==> config.mk <==
export PLATFORM = sky130hd
export DESIGN_NAME = psca_front_flat
export DESIGN_NICKNAME = d
export VERILOG_FILES = /design/src/rtl/psca_pkg.sv /design/src/rtl/psca_if.sv /design/src/rtl/psca_front.sv /design/src/flat_wrapper.sv
export SDC_FILE = /design/constraint.sdc
export NUM_CORES = 1
export LEC_CHECK = 0
export BUFFER_PORTS_ARGS = -buffer_cell sky130_fd_sc_hd__buf_2
export CORE_UTILIZATION = 23
export CTS_BUF_LIST = sky130_fd_sc_hd__clkbuf_4
export DETAILED_ROUTE_END_ITERATION = 8
export PLACE_DENSITY = 0.39
export REMOVE_ABC_BUFFERS = 1
export SLEW_MARGIN = 20
export SYNTH_ARGS = -nofsm -noshare
export SYNTH_HDL_FRONTEND = slang
export SYNTH_SLANG_ARGS = --single-unit
export TNS_END_PERCENT = 30
==> constraint.sdc <==
create_clock -name i_clk -period 2.75 [get_ports i_clk]
set_input_delay 0.55 -clock i_clk [delete_from_list [all_inputs] [get_ports i_clk]]
set_output_delay 0.55 -clock i_clk [all_outputs]
set_load 0.05 [all_outputs]
==> src/rtl/psca_pkg.sv <==
`timescale 1ns / 1ps
// Shared constants, types and the size-class function of the power-of-two allocator.
// No dependencies.
package psca_pkg;

    localparam int HEAP_PAGES     = 64;
    localparam int PAGE_BYTES     = 4096;
    localparam int SIZE_CLASSES   = 9;
    localparam int SMALLEST_BLOCK = 16;
    localparam int HEADER_BYTES   = 4;

    localparam int UNITS       = (HEAP_PAGES * PAGE_BYTES) / SMALLEST_BLOCK;
    localparam int PAGE_UNITS  = PAGE_BYTES / SMALLEST_BLOCK;
    localparam int BLK_W       = $clog2(UNITS);
    localparam int CLS_W       = $clog2(SIZE_CLASSES);
    localparam int PAGE_W      = $clog2(HEAP_PAGES + 1);
    localparam int LEFT_W      = $clog2(PAGE_UNITS);
    localparam int UNIT_SHIFT  = $clog2(SMALLEST_BLOCK);
    localparam int PAGE_SHIFT  = $clog2(PAGE_UNITS);
    localparam int BYTES_SHIFT = $clog2(PAGE_BYTES);
    localparam int LARGEST_RAW = SMALLEST_BLOCK << (SIZE_CLASSES - 1);
    localparam int LARGEST     = (LARGEST_RAW > PAGE_BYTES) ? PAGE_BYTES : LARGEST_RAW;

    localparam int SIZE_W  = 12;
    localparam int NEED_W  = 13;
    localparam int ADDR_W  = 18;
    localparam int TOTAL_W = 19;
    localparam int ST_W    = 2;

    localparam logic OP_ALLOC = 1'b0;
    localparam logic OP_FREE  = 1'b1;

    localparam logic [ST_W-1:0] ST_OK      = 2'd0;
    localparam logic [ST_W-1:0] ST_NO_PAGE = 2'd1;
    localparam logic [ST_W-1:0] ST_TOO_BIG = 2'd2;

    typedef struct packed {
        logic              op;
        logic              too_large;
        logic [CLS_W-1:0]  cls;
        logic [SIZE_W-1:0] size;
        logic [BLK_W-1:0]  blk;
    } t_entry;

    typedef struct packed {
        logic [ST_W-1:0]    status;
        logic [ADDR_W-1:0]  address;
        logic [TOTAL_W-1:0] bytes_allocated;
        logic [TOTAL_W-1:0] bytes_reserved;
    } t_rsp;

    // smallest class whose block holds need bytes; saturate at the last class
    function automatic logic [CLS_W-1:0] class_of(input logic [NEED_W-1:0] need);
        logic [CLS_W-1:0] k;
        k = CLS_W'(SIZE_CLASSES - 1);
        for (int i = SIZE_CLASSES - 2; i >= 0; i--) begin
            if (32'(need) <= (SMALLEST_BLOCK << i)) begin
                k = CLS_W'(i);
            end
        end
        return k;
    endfunction

endpackage

==> src/rtl/psca_if.sv <==
`timescale 1ns / 1ps
// Request and response channel interfaces of the allocator.
// Depends on psca_pkg for field widths.
interface psca_req_if;
    logic                        valid;
    logic                        ready;
    logic                        operation;
    logic [psca_pkg::SIZE_W-1:0] request_size;
    logic [psca_pkg::ADDR_W-1:0] block_address;

    modport source (output valid, output operation, output request_size,
                    output block_address, input ready);
    modport sink   (input valid, input operation, input request_size,
                    input block_address, output ready);
endinterface


==> src/rtl/psca_front.sv <==
`timescale 1ns / 1ps
// Front end: accept requests, classify them and queue them for the back end.
// Depends on psca_pkg and psca_req_if.
module psca_front (
    input  logic              i_clk,
    input  logic              i_rst_n,
    psca_req_if.sink          i_req,
    output psca_pkg::t_entry  o_entry,
    output logic              o_entry_valid,
    input  logic              i_entry_ready
);
    import psca_pkg::*;

    t_entry            w_dec;
    logic [NEED_W-1:0] w_need;
    logic [ADDR_W-1:0] w_base;
    logic              w_push;
    logic              w_pop;

    t_entry            r_q [2];
    logic              r_wr_ptr;
    logic              r_rd_ptr;
    logic [1:0]        r_count;

    always_comb begin
        w_need          = NEED_W'(i_req.request_size) + NEED_W'(HEADER_BYTES);
        w_base          = i_req.block_address - ADDR_W'(HEADER_BYTES);
        w_dec.op        = i_req.operation;
        w_dec.too_large = (i_req.operation == OP_ALLOC) && (32'(w_need) > LARGEST);
        w_dec.cls       = class_of(w_need);
        w_dec.size      = i_req.request_size;
        w_dec.blk       = w_base[UNIT_SHIFT +: BLK_W];
    end

    assign i_req.ready   = (r_count != 2'd2);
    assign w_push        = i_req.valid && i_req.ready;
    assign o_entry_valid = (r_count != 2'd0);
    assign w_pop         = o_entry_valid && i_entry_ready;
    assign o_entry       = r_q[r_rd_ptr];

    always_ff @(posedge i_clk) begin
        if (w_push) begin
            r_q[r_wr_ptr] <= w_dec;
        end
    end

    always_ff @(posedge i_clk) begin
        if (!i_rst_n) begin
            r_wr_ptr <= 1'b0;
            r_rd_ptr <= 1'b0;
            r_count  <= 2'd0;
        end else begin
            if (w_push) begin
                r_wr_ptr <= ~r_wr_ptr;
            end
            if (w_pop) begin
                r_rd_ptr <= ~r_rd_ptr;
            end
            if (w_push && !w_pop) begin
                r_count <= r_count + 2'd1;
            end else if (w_pop && !w_push) begin
                r_count <= r_count - 2'd1;
            end
        end
    end

endmodule

==> src/flat_wrapper.sv <==
// flat-port wrapper written by rule: the top's interface ports become plain ports
module psca_front_flat import psca_pkg::*;
  (i_clk, i_rst_n, o_entry, o_entry_valid, i_entry_ready, i_req_valid, i_req_operation, i_req_request_size, i_req_block_address, i_req_ready);
  psca_req_if i_req_i ();
  input  logic i_clk;
  input  logic i_rst_n;
  output psca_pkg::t_entry o_entry;
  output logic o_entry_valid;
  input  logic i_entry_ready;
  input wire logic [$bits(i_req_i.valid)-1:0] i_req_valid;
  input wire logic [$bits(i_req_i.operation)-1:0] i_req_operation;
  input wire logic [$bits(i_req_i.request_size)-1:0] i_req_request_size;
  input wire logic [$bits(i_req_i.block_address)-1:0] i_req_block_address;
  output wire logic [$bits(i_req_i.ready)-1:0] i_req_ready;
  assign i_req_i.valid = i_req_valid;
  assign i_req_i.operation = i_req_operation;
  assign i_req_i.request_size = i_req_request_size;
  assign i_req_i.block_address = i_req_block_address;
  assign i_req_ready = i_req_i.ready;
  psca_front u_core (.i_clk(i_clk), .i_rst_n(i_rst_n), .i_req(i_req_i), .o_entry(o_entry), .o_entry_valid(o_entry_valid), .i_entry_ready(i_entry_ready));
endmodule
==> results of run 1 <==
cells in the mapped netlist, drive strengths merged, types with 2 or more instances:
master   number
and2          5
nand2b        5
a31o          2
o22ai         3
a311oi        2
mux2         32
o31ai         3
nand2         9
a2bb2oi       2
clkbuf        9
dfxtp         5
buf           3
or4           3
and4          3
edfxtp       64
inv           3
nor2b         3
xnor2        13
nand4         6
a21oi         2
or2           3
a21o          2
nor2         14
or3           2
a31oi         3
and3          5
ha            3
o21ai         8
xor2          6
a2111oi       2
nand3         9
nor3          3
flip-flops by register name (all words and copies together), names as in the netlist, named ones only:
name / count
u_core.r_q: 64
u_core.r_wr_ptr: 1
u_core.r_count: 2
u_core.r_rd_ptr: 1
worst min path at each step:
stage / endpoint / cells past startpoint
3_3_place_gp: u_core.r_count[1] / 2
3_5_place_dp: u_core.r_count[1] / 2
2_1_floorplan: u_core.r_count[1] / 2
5_1_grt: u_core.r_q[0][31] / 1
4_1_cts: u_core.r_q[1][31] / 1
6_report: u_core.r_q[1][31] / 1
routing by layer:
layer / up-vias / share of wire (%) / GRT usage (%)
met4: 0 / 1.5 / 5.03
met5: - / 0 / 0
met2: 47 / 49 / 18.5
met3: 10 / 4.1 / 3.07
met1: 1163 / 46 / 14.2
li1: 1170 / - / -
through the flow:
step	cells	cell area, um^2	setup slack [ns]	utilization (%)	total power, mW
after floorplan	237	3310	-0.0691	-	2.40
after global placement	521	4180	-0.165	29.7	2.79
after detailed placement	521	4180	-0.191	29.7	2.79
after CTS	537	4380	0.298	31.2	3.74
after global routing	538	4380	0.164	31.2	3.86
final	538	4380	0.260	31.2	3.67
cell type report:
type / count / share of cell area [%]
Inverter: 3 / 0.257
Tap cell: 180 / 5.14
Sequential cell: 69 / 46.1
Clock buffer: 9 / 1.54
Timing Repair Buffer: 104 / 14.3
Antenna cell: 1 / 0.0571
Clock inverter: 7 / 3.14
Multi-Input combinational cell: 165 / 29.4
power by group through the flow:
stage	Combinational (mW)	Clock [mW]	Sequential (mW)
global placement	1.40	0	1.39
detailed placement	1.40	0	1.40
global route	1.48	0.995	1.39
finish	1.38	0.925	1.37
CTS	1.40	0.962	1.37
floorplan	0.984	0	1.42
logic make-up (layout without fill, tap and decap cells):
kind of cell / Yosys count / count (layout) / synth area share (%)
and+or+nand+nor: 72 / 72 / 13.0
DFF: 69 / 69 / 60.2
AOI/OAI and AO/OA: 39 / 39 / 8.35
muxes: 32 / 32 / 10.7
xor gates and xnor gates: 19 / 19 / 4.96
buffers and inverters: 15 / 123 / 1.68
adders and majority gates: 3 / 3 / 1.12
other: 0 / 1 / 0
==> results by group, run 1 <==
Run status
  • Outcome: finished, final reports clean

Finish
  • Most common cell after layout, fill and taps aside: buf_2
  • Nets: 390
  • Fill cells: 1439
  • Reg area: 2020 um^2
  • Commonest cells after routing, fill and taps aside: buf_2, edfxtp_1, buf_4, mux2_2
  • P&R area growth vs syn: 30.6%
  • Layout cells sized above 1: 46.2%
  • Multi-input logic area: 1290 um^2

Routing
  • Routed vias: 2390
  • Vias/cell: 4.44
  • # DRC: 0
  • DR pass1 iterations: 4
  • Starting DRT DRC Count: 187
  • Post-route ant nets: 0
  • Total wire length: 7.92 mm
  • Avg WL per Cell: 14.7 um

Worst setup path
  • Critical Setup Path Class: in2reg
  • Crit-path cells: buf_2, ha_1, and4_1, a21o_1, a31oi_1, nor2_1, a31o_2, a221o_1, a31o_2
  • Critical Path Source Type: input port
  • CP endpoint kind: flop
  • Req. time, crit path: 2.93 ns
  • Critical path's top delay family: compound AO/OA/AOI/OAI gates
  • WP buf/inv: 1
  • Worst flop-to-flop path startpoint: u_core.r_count[0]
  • Worst path most repeated cell: a31o_2
  • Crit path to: u_core.r_q[0][26]
  • CP Depth: 9
  • CP Launch Point: i_req_request_size[2]
  • WP data arrival: 2.67 ns
  • FF-to-FF End: u_core.r_count[1]
  • Reg2reg path depth: 6
  • Slowest cell on crit path: a221o_1
  • Worst-path maximum fanout: 6
  • R2R setup slack: 1.09 ns
  • Crit-path max cell delay: 0.34 ns

STA
  • Worst-Margin Slew: 0.516 ns
  • Final hold slack: 0.362 ns
  • Final hold violation count: 0
  • Max Slew Vio Count: 0
  • Final setup violation count: 0
  • Setup TNS: 0 ns
  • Slew headroom: 65.3%
  • Setup Skew: 0.0160 ns
  • Period utilization: 90.5%
  • RSZ-0062 raised after global routing: no
  • Tmin final: 2.49 ns
  • Achievable clock frequency: 402 MHz

Floorplan
  • Chip Width: 123 um
  • CORE AREA: 14000 um^2
  • IO Pins: 69
  • # rows: 43
  • Die Ht: 123 um
  • Full die area: 15100 um^2
  • Initial Util: 23.9%

Power and ir drop
  • Pint: 2.29 mW
  • Combinational share of power: 37.5%
  • Pwr/cell area: 837 nW/um^2
  • Clock power share: 25.2%
  • Sw Pwr: 1.38 mW
  • Switching Share: 37.7%
  • Sequential share of power: 37.3%
  • Worst vdd ir: 0.255 mV
  • Leakage: 1.66 nW

Logic synthesis
  • Post-synth EDFFs: 64
  • Sequential share of the synthesized area: 60.2%
  • Synth top area share: 57.2%
  • Most used flip-flop cell after synthesis: edfxtp_1
  • Syn avg cell area: 13.5 um^2
  • Leading area contributor after synthesis: edfxtp_1
  • Yosys warns: 0
  • Synthesis-stage register bit count: 69
  • Netlist Area Pre-Place: 3360 um^2
  • Cells after Synth: 249
  • Netlist cell types: 49
  • Top post-synthesis cells by area: edfxtp_1, mux2_2, xnor2_1
  • Ys async rst share: 0%

Flow run
  • Max cap viols: 0

CTS
  • # H-tree levels: 3
  • Clk root buf: clkbuf_4
  • CTS Buf Count: 9
  • Worst-Skew Late Latency: 0.42 ns
  • CTS Sinks: 69
  • Clock Path Buffers: 2
  • CTS Hold Bufs: 0
  • CTS tree: built
  • Resized cells post-CTS: 0
  • # Post-CTS Setup Buffers: 0
  • Clock Pin Slew Worst Setup and Hold Paths: 0.11 ns

Min path
  • Hold_sp: i_req_operation
  • Hold Crit Class: in2reg

Global route
  • Gr ovfl total: 0
  • Total GRT Usage: 11.4%
  • Initial antenna violation count: 1
  • First-pass GRT wire length: 12.8 mm
  • Vias in the first global route: 2474
  • Largest net degree at the start of global routing: 34

Place
  • Port bufs: 66
  • DPL Wire Length: 5.58 mm
  • RePlAce Congestion: 0.876
No activity file was read; power rests on OpenSTA's default activity.
==> run 2, diff against run 1 <==
--- a/config.mk
+++ b/config.mk
@@ -10,7 +10,6 @@
 export CTS_BUF_LIST = sky130_fd_sc_hd__clkbuf_4
 export DETAILED_ROUTE_END_ITERATION = 8
 export PLACE_DENSITY = 0.39
-export REMOVE_ABC_BUFFERS = 1
 export SLEW_MARGIN = 20
 export SYNTH_ARGS = -nofsm -noshare
 export SYNTH_HDL_FRONTEND = slang
==> results by group, run 2 (same netlist as run 1, synthesis figures left out) <==
Run status
  • Outcome: finished, final reports clean

STA
  • RSZ-0062 raised after global routing: no
  • Period utilization: 91.0%
  • Tmin final: 2.50 ns
  • Final setup violation count: 0
  • Achievable clock frequency: 400 MHz
  • Final WS setup: 0.247 ns
  • Setup Skew: 0.0189 ns
  • Worst-Margin Slew: 0.525 ns
  • Slew headroom: 64.6%
  • Max Slew Vio Count: 0
  • Final hold violation count: 0

Power and ir drop
  • Sw Pwr: 1.39 mW
  • Pwr/cell area: 810 nW/um^2
  • Sequential share of power: 39.5%
  • Worst vdd ir: 0.209 mV
  • Pint: 2.11 mW
  • Clock power share: 21.7%
  • Leakage: 1.62 nW
  • Switching Share: 39.7%
  • Combinational share of power: 38.8%

Finish
  • Largest Register: u_core.r_q
  • Most common cell after layout, fill and taps aside: buf_2
  • Fin util: 30.8%
  • Biggest regs: u_core.r_q x64, u_core.r_count x2
  • Fill cells: 1426
  • Commonest cells after routing, fill and taps aside: buf_2, edfxtp_1, buf_4, mux2_2
  • Largest register FFs: 64
  • P&R area growth vs syn: 28.8%
  • Nets: 388
  • Layout cells sized above 1: 45.9%
  • Inserted Diodes: 0

Worst setup path
  • Critical Path Source Type: input port
  • Slowest cell on crit path: a221o_1
  • Worst path most repeated cell: a31o_2
  • Req. time, crit path: 2.94 ns
  • CP Depth: 9
  • Crit-path max cell delay: 0.35 ns
  • Critical Setup Path Class: in2reg
  • CP endpoint kind: flop
  • Critical path's top delay family: compound AO/OA/AOI/OAI gates
  • WP data arrival: 2.69 ns
  • WP buf/inv: 1
  • Worst-path maximum fanout: 6
  • Reg2reg path depth: 6
  • Crit-path cells: buf_2, ha_1, and4_1, a21o_1, a31oi_1, nor2_1, a31o_2, a221o_1, a31o_2

Routing
  • # DRC: 0
  • DR pass1 iterations: 4
  • Avg WL per Cell: 15.7 um
  • Starting DRT DRC Count: 117
  • Post-route ant nets: 0
  • Routed vias: 2417
  • Total wire length: 8.37 mm
  • Vias/cell: 4.52

Global route
  • Total GRT Usage: 12.1%
  • Gr ovfl total: 0
  • Largest net degree at the start of global routing: 34
  • Initial antenna violation count: 0
  • Vias in the first global route: 2529
  • First-pass GRT wire length: 13.2 mm

CTS
  • Clock Path Buffers: 2
  • Clk root buf: clkbuf_4
  • CTS Buf Count: 9
  • CTS Hold Bufs: 0
  • Worst-Skew Late Latency: 0.44 ns
  • Resized cells post-CTS: 0
  • Clock Pin Slew Worst Setup and Hold Paths: 0.12 ns
  • # H-tree levels: 3
  • # Post-CTS Setup Buffers: 0
  • CTS Sinks: 69
  • CTS tree: built

Place
  • Worst Setup Slack post-DPL: -0.183 ns
  • Port bufs: 66
  • DPL Wire Length: 5.76 mm
  • RePlAce Congestion: 0.750

Floorplan
  • CORE AREA: 14000 um^2
  • Die Ht: 123 um
  • IO Pins: 69
  • Full die area: 15100 um^2
  • # rows: 43
  • Chip Width: 123 um
  • Initial Util: 23.9%

Min path
  • Hold Crit Class: in2reg
  • Hold Path Depth: 1

Logic synthesis
  • Syn Nets: 287

Flow run
  • Max cap viols: 0
## run 2: metal layers
layer / global-route usage [%] / up-vias / share of wire [%]
li1: - / 1160 / -
met1: 13.7 / 1184 / 43
met2: 20.6 / 60 / 49
met3: 4.46 / 13 / 5.5
met4: 4.65 / 0 / 1.9
met5: 0 / - / 0
## run 2: metrics by stage
stage | TNS (ns) | cells | hold WS (ns) | instance area (um^2) | total power, mW
after detailed placement | -0.847 | 519 | 0.534 | 4160 | 2.80
after floorplan | 0 | 249 | 0.473 | 3360 | 2.42
after CTS | 0 | 535 | 0.279 | 4320 | 3.58
final | 0 | 535 | 0.324 | 4320 | 3.50
after global placement | -0.982 | 519 | 0.495 | 4160 | 2.79
after global routing | 0 | 535 | 0.278 | 4320 | 3.69
## run 2: final cells by class
cell class              count  area, um^2  share of cell area [%]
inverters                   3        11.3                   0.260
multi-input cells         165        1290                    29.8
flip-flops and latches     69        2020                    46.8
well taps                 180         225                    5.21
clock inverters             6        87.6                    2.03
repair buffers            102         613                    14.2
clock buffers              10        75.1                    1.74
## run 2: final timing paths
check | startpoint | endpoint | slack (ns)
hold reg to reg | u_core.r_count[1] | u_core.r_count[1] | 0.54
setup / recovery | i_req_request_size[2] | u_core.r_q[0][26] | 0.25
setup reg to reg | u_core.r_count[0] | u_core.r_count[1] | 1.07
hold / removal | i_req_operation | u_core.r_q[0][31] | 0.32
## run 2: worst register-to-register path, stage by stage (launching register included)
cell and delay (ns):
dfxtp_1 0.36, nand2b_1 0.18, nand2_1 0.16, inv_1 0.06, ha_1 0.31, or3_1 0.37, a21boi_0 0.18
## run 2: power groups by stage
stage / Combinational (mW) / Sequential (mW) / Clock, mW
2_1_floorplan: 1.05 / 1.37 / 0
3_3_place_gp: 1.38 / 1.41 / 0
3_5_place_dp: 1.38 / 1.42 / 0
4_1_cts: 1.39 / 1.39 / 0.804
5_1_grt: 1.45 / 1.41 / 0.840
6_report: 1.36 / 1.39 / 0.760
==> run 3, diff against run 2 <==
--- a/config.mk
+++ b/config.mk
@@ -6,6 +6,7 @@
 export NUM_CORES = 1
 export LEC_CHECK = 0
 export BUFFER_PORTS_ARGS = -buffer_cell sky130_fd_sc_hd__buf_2
+export CORE_MARGIN = 3
 export CORE_UTILIZATION = 23
 export CTS_BUF_LIST = sky130_fd_sc_hd__clkbuf_4
 export DETAILED_ROUTE_END_ITERATION = 8
==> constraint.sdc (replaced) <==
create_clock -name i_clk -period 2.09 [get_ports i_clk]
set_input_delay 0.418 -clock i_clk [delete_from_list [all_inputs] [get_ports i_clk]]
set_output_delay 0.418 -clock i_clk [all_outputs]
set_load 0.05 [all_outputs]
==> results by group, run 3 (same netlist as run 1, synthesis figures left out) <==
Run status
  • Outcome: finished with violations
  • Failing checks: setup timing

Routing
  • Avg WL per Cell: 15.3 um
  • # DRC: 0
  • Post-route ant nets: 0
  • Starting DRT DRC Count: 81
  • Routed vias: 2481
  • Vias/cell: 4.45
  • DR pass1 iterations: 4
  • Total wire length: 8.55 mm

Worst setup path
  • Critical Path Source Type: input port
  • Worst-path maximum fanout: 4
  • CP endpoint kind: flop
  • WP data arrival: 2.39 ns
  • Reg2reg path depth: 6
  • Critical Setup Path Class: in2reg
  • CP Launch Point: i_req_block_address[3]
  • Req. time, crit path: 2.27 ns
  • Worst flop-to-flop path startpoint: u_core.r_count[0]
  • FF-to-FF End: u_core.r_count[1]
  • Crit path to: u_core.r_q[1][11]
  • R2R setup slack: 0.43 ns

Finish
  • Biggest regs: u_core.r_q x64, u_core.r_count x2
  • Reg area: 2020 um^2
  • Inserted Diodes: 0
  • Fin util: 32.6%
  • Final instance area: 4590 um^2
  • Layout cells sized above 1: 51.7%
  • Nets: 410
  • Most common cell after layout, fill and taps aside: edfxtp_1
  • Commonest cells after routing, fill and taps aside: edfxtp_1, buf_2, buf_4, mux2_2, xnor2_1
  • P&R area growth vs syn: 36.7%
  • Fill cells: 1450
  • Largest register FFs: 64
  • Largest Register: u_core.r_q
  • Multi-input logic area: 1380 um^2

STA
  • Final WS setup: -0.125 ns
  • Slew headroom: 76.0%
  • Final hold violation count: 0
  • Max Slew Vio Count: 0
  • Tmin final: 2.22 ns
  • RSZ-0062 raised after global routing: yes
  • Achievable clock frequency: 451 MHz
  • Period utilization: 106%
  • Setup Skew: 0.00978 ns
  • Final setup violation count: 8
  • Final hold slack: 0.207 ns
  • Worst-Margin Slew: 0.357 ns

Power and ir drop
  • Leakage: 1.73 nW
  • Clock power share: 18.7%
  • Pwr/cell area: 988 nW/um^2
  • Pint: 2.69 mW
  • Sequential share of power: 39.4%
  • Combinational share of power: 41.9%
  • Total power: 4.53 mW
  • Sw Pwr: 1.84 mW
  • Switching Share: 40.6%
  • Worst vdd ir: 0.296 mV

Place
  • RePlAce Congestion: 0.835
  • Cell Area, Placed: 4330 um^2
  • Port bufs: 66
  • DPL Wire Length: 6.15 mm
  • Worst Setup Slack post-DPL: -0.609 ns

CTS
  • Clock Path Buffers: 2
  • Clk root buf: clkbuf_4
  • CTS Sinks: 69
  • Worst-Skew Late Latency: 0.41 ns
  • CTS Hold Bufs: 0
  • CTS Buf Count: 9
  • CTS tree: built
  • # H-tree levels: 3
  • Clock Pin Slew Worst Setup and Hold Paths: 0.12 ns

Global route
  • First-pass GRT wire length: 13.6 mm
  • Initial antenna violation count: 0
  • Vias in the first global route: 2564
  • Gr ovfl total: 0
  • Largest net degree at the start of global routing: 34
  • Total GRT Usage: 10.9%

Flow run
  • Max cap viols: 0

Min path
  • Hold Crit Class: in2reg
  • Hold Path Depth: 1

Floorplan
  • # rows: 43
  • Chip Width: 127 um
  • Initial Util: 23.8%
  • Full die area: 16100 um^2
  • IO Pins: 69
  • CORE AREA: 14100 um^2
  • Die Ht: 127 um

Logic synthesis
  • Syn Nets: 287
run 3: how the worst min path moves through the flow:
| stage | from | endpoint | slack [ns] |
|---|---|---|---|
| after detailed placement | u_core.r_count[1] | u_core.r_count[1] | 0.52 |
| after floorplan | u_core.r_count[1] | u_core.r_count[1] | 0.47 |
| after global routing | i_req_operation | u_core.r_q[0][31] | 0.17 |
| final | i_req_operation | u_core.r_q[0][31] | 0.21 |
| after global placement | u_core.r_count[1] | u_core.r_count[1] | 0.49 |
| after CTS | i_req_operation | u_core.r_q[0][31] | 0.17 |
run 3: per-layer routing:
layer	GRT usage (%)	share of wire, %	up-vias	routed length, um
met5	0	0	-	0
met4	3.22	0.53	0	45
met3	3.16	5.3	4	453
met2	17.6	47	65	4050
met1	14.3	47	1202	4000
li1	-	-	1210	-
run 3: area by class of cell:
cell class                      instances  share of cell area (%)
Sequential cell                        69                    44.1
Multi-Input combinational cell        165                    30.0
Timing Repair Buffer                  124                    17.9
Tap cell                              180                    4.91
Clock buffer                            9                    1.47
Clock inverter                          7                    1.44
Inverter                                3                   0.245
run 3: power by group through the flow:
stage / combinational, mW / sequential [mW] / clock, mW
6_report: 1.90 / 1.79 / 0.848
5_1_grt: 2.02 / 1.80 / 0.949
4_1_cts: 1.93 / 1.79 / 0.892
3_5_place_dp: 1.91 / 1.82 / 0
3_3_place_gp: 1.91 / 1.81 / 0
2_1_floorplan: 1.38 / 1.80 / 0
run 3: per-stage QoR:
stage	instances	TNS [ns]
6_report	557	-0.666
5_1_grt	557	-0.914
4_1_cts	554	-0.237
3_5_place_dp	538	-11.46
3_3_place_gp	538	-10.67
2_1_floorplan	249	-7.72
run 3: worst max-delay path, stage by stage:
cell	delay, ns
buf_6	0.09
or4_4	0.53
or3_4	0.35
or4_4	0.46
nor3_4	0.18
nand2_4	0.09
buf_4	0.14
xnor2_1	0.13
run 3: timing repair:
item,4_1_cts,5_1_grt
setup buffers,0,3
setup endpoints to repair,16,27
resized for setup,7,15
pin swaps,0,3
endpoints found under the hold margin,0,0
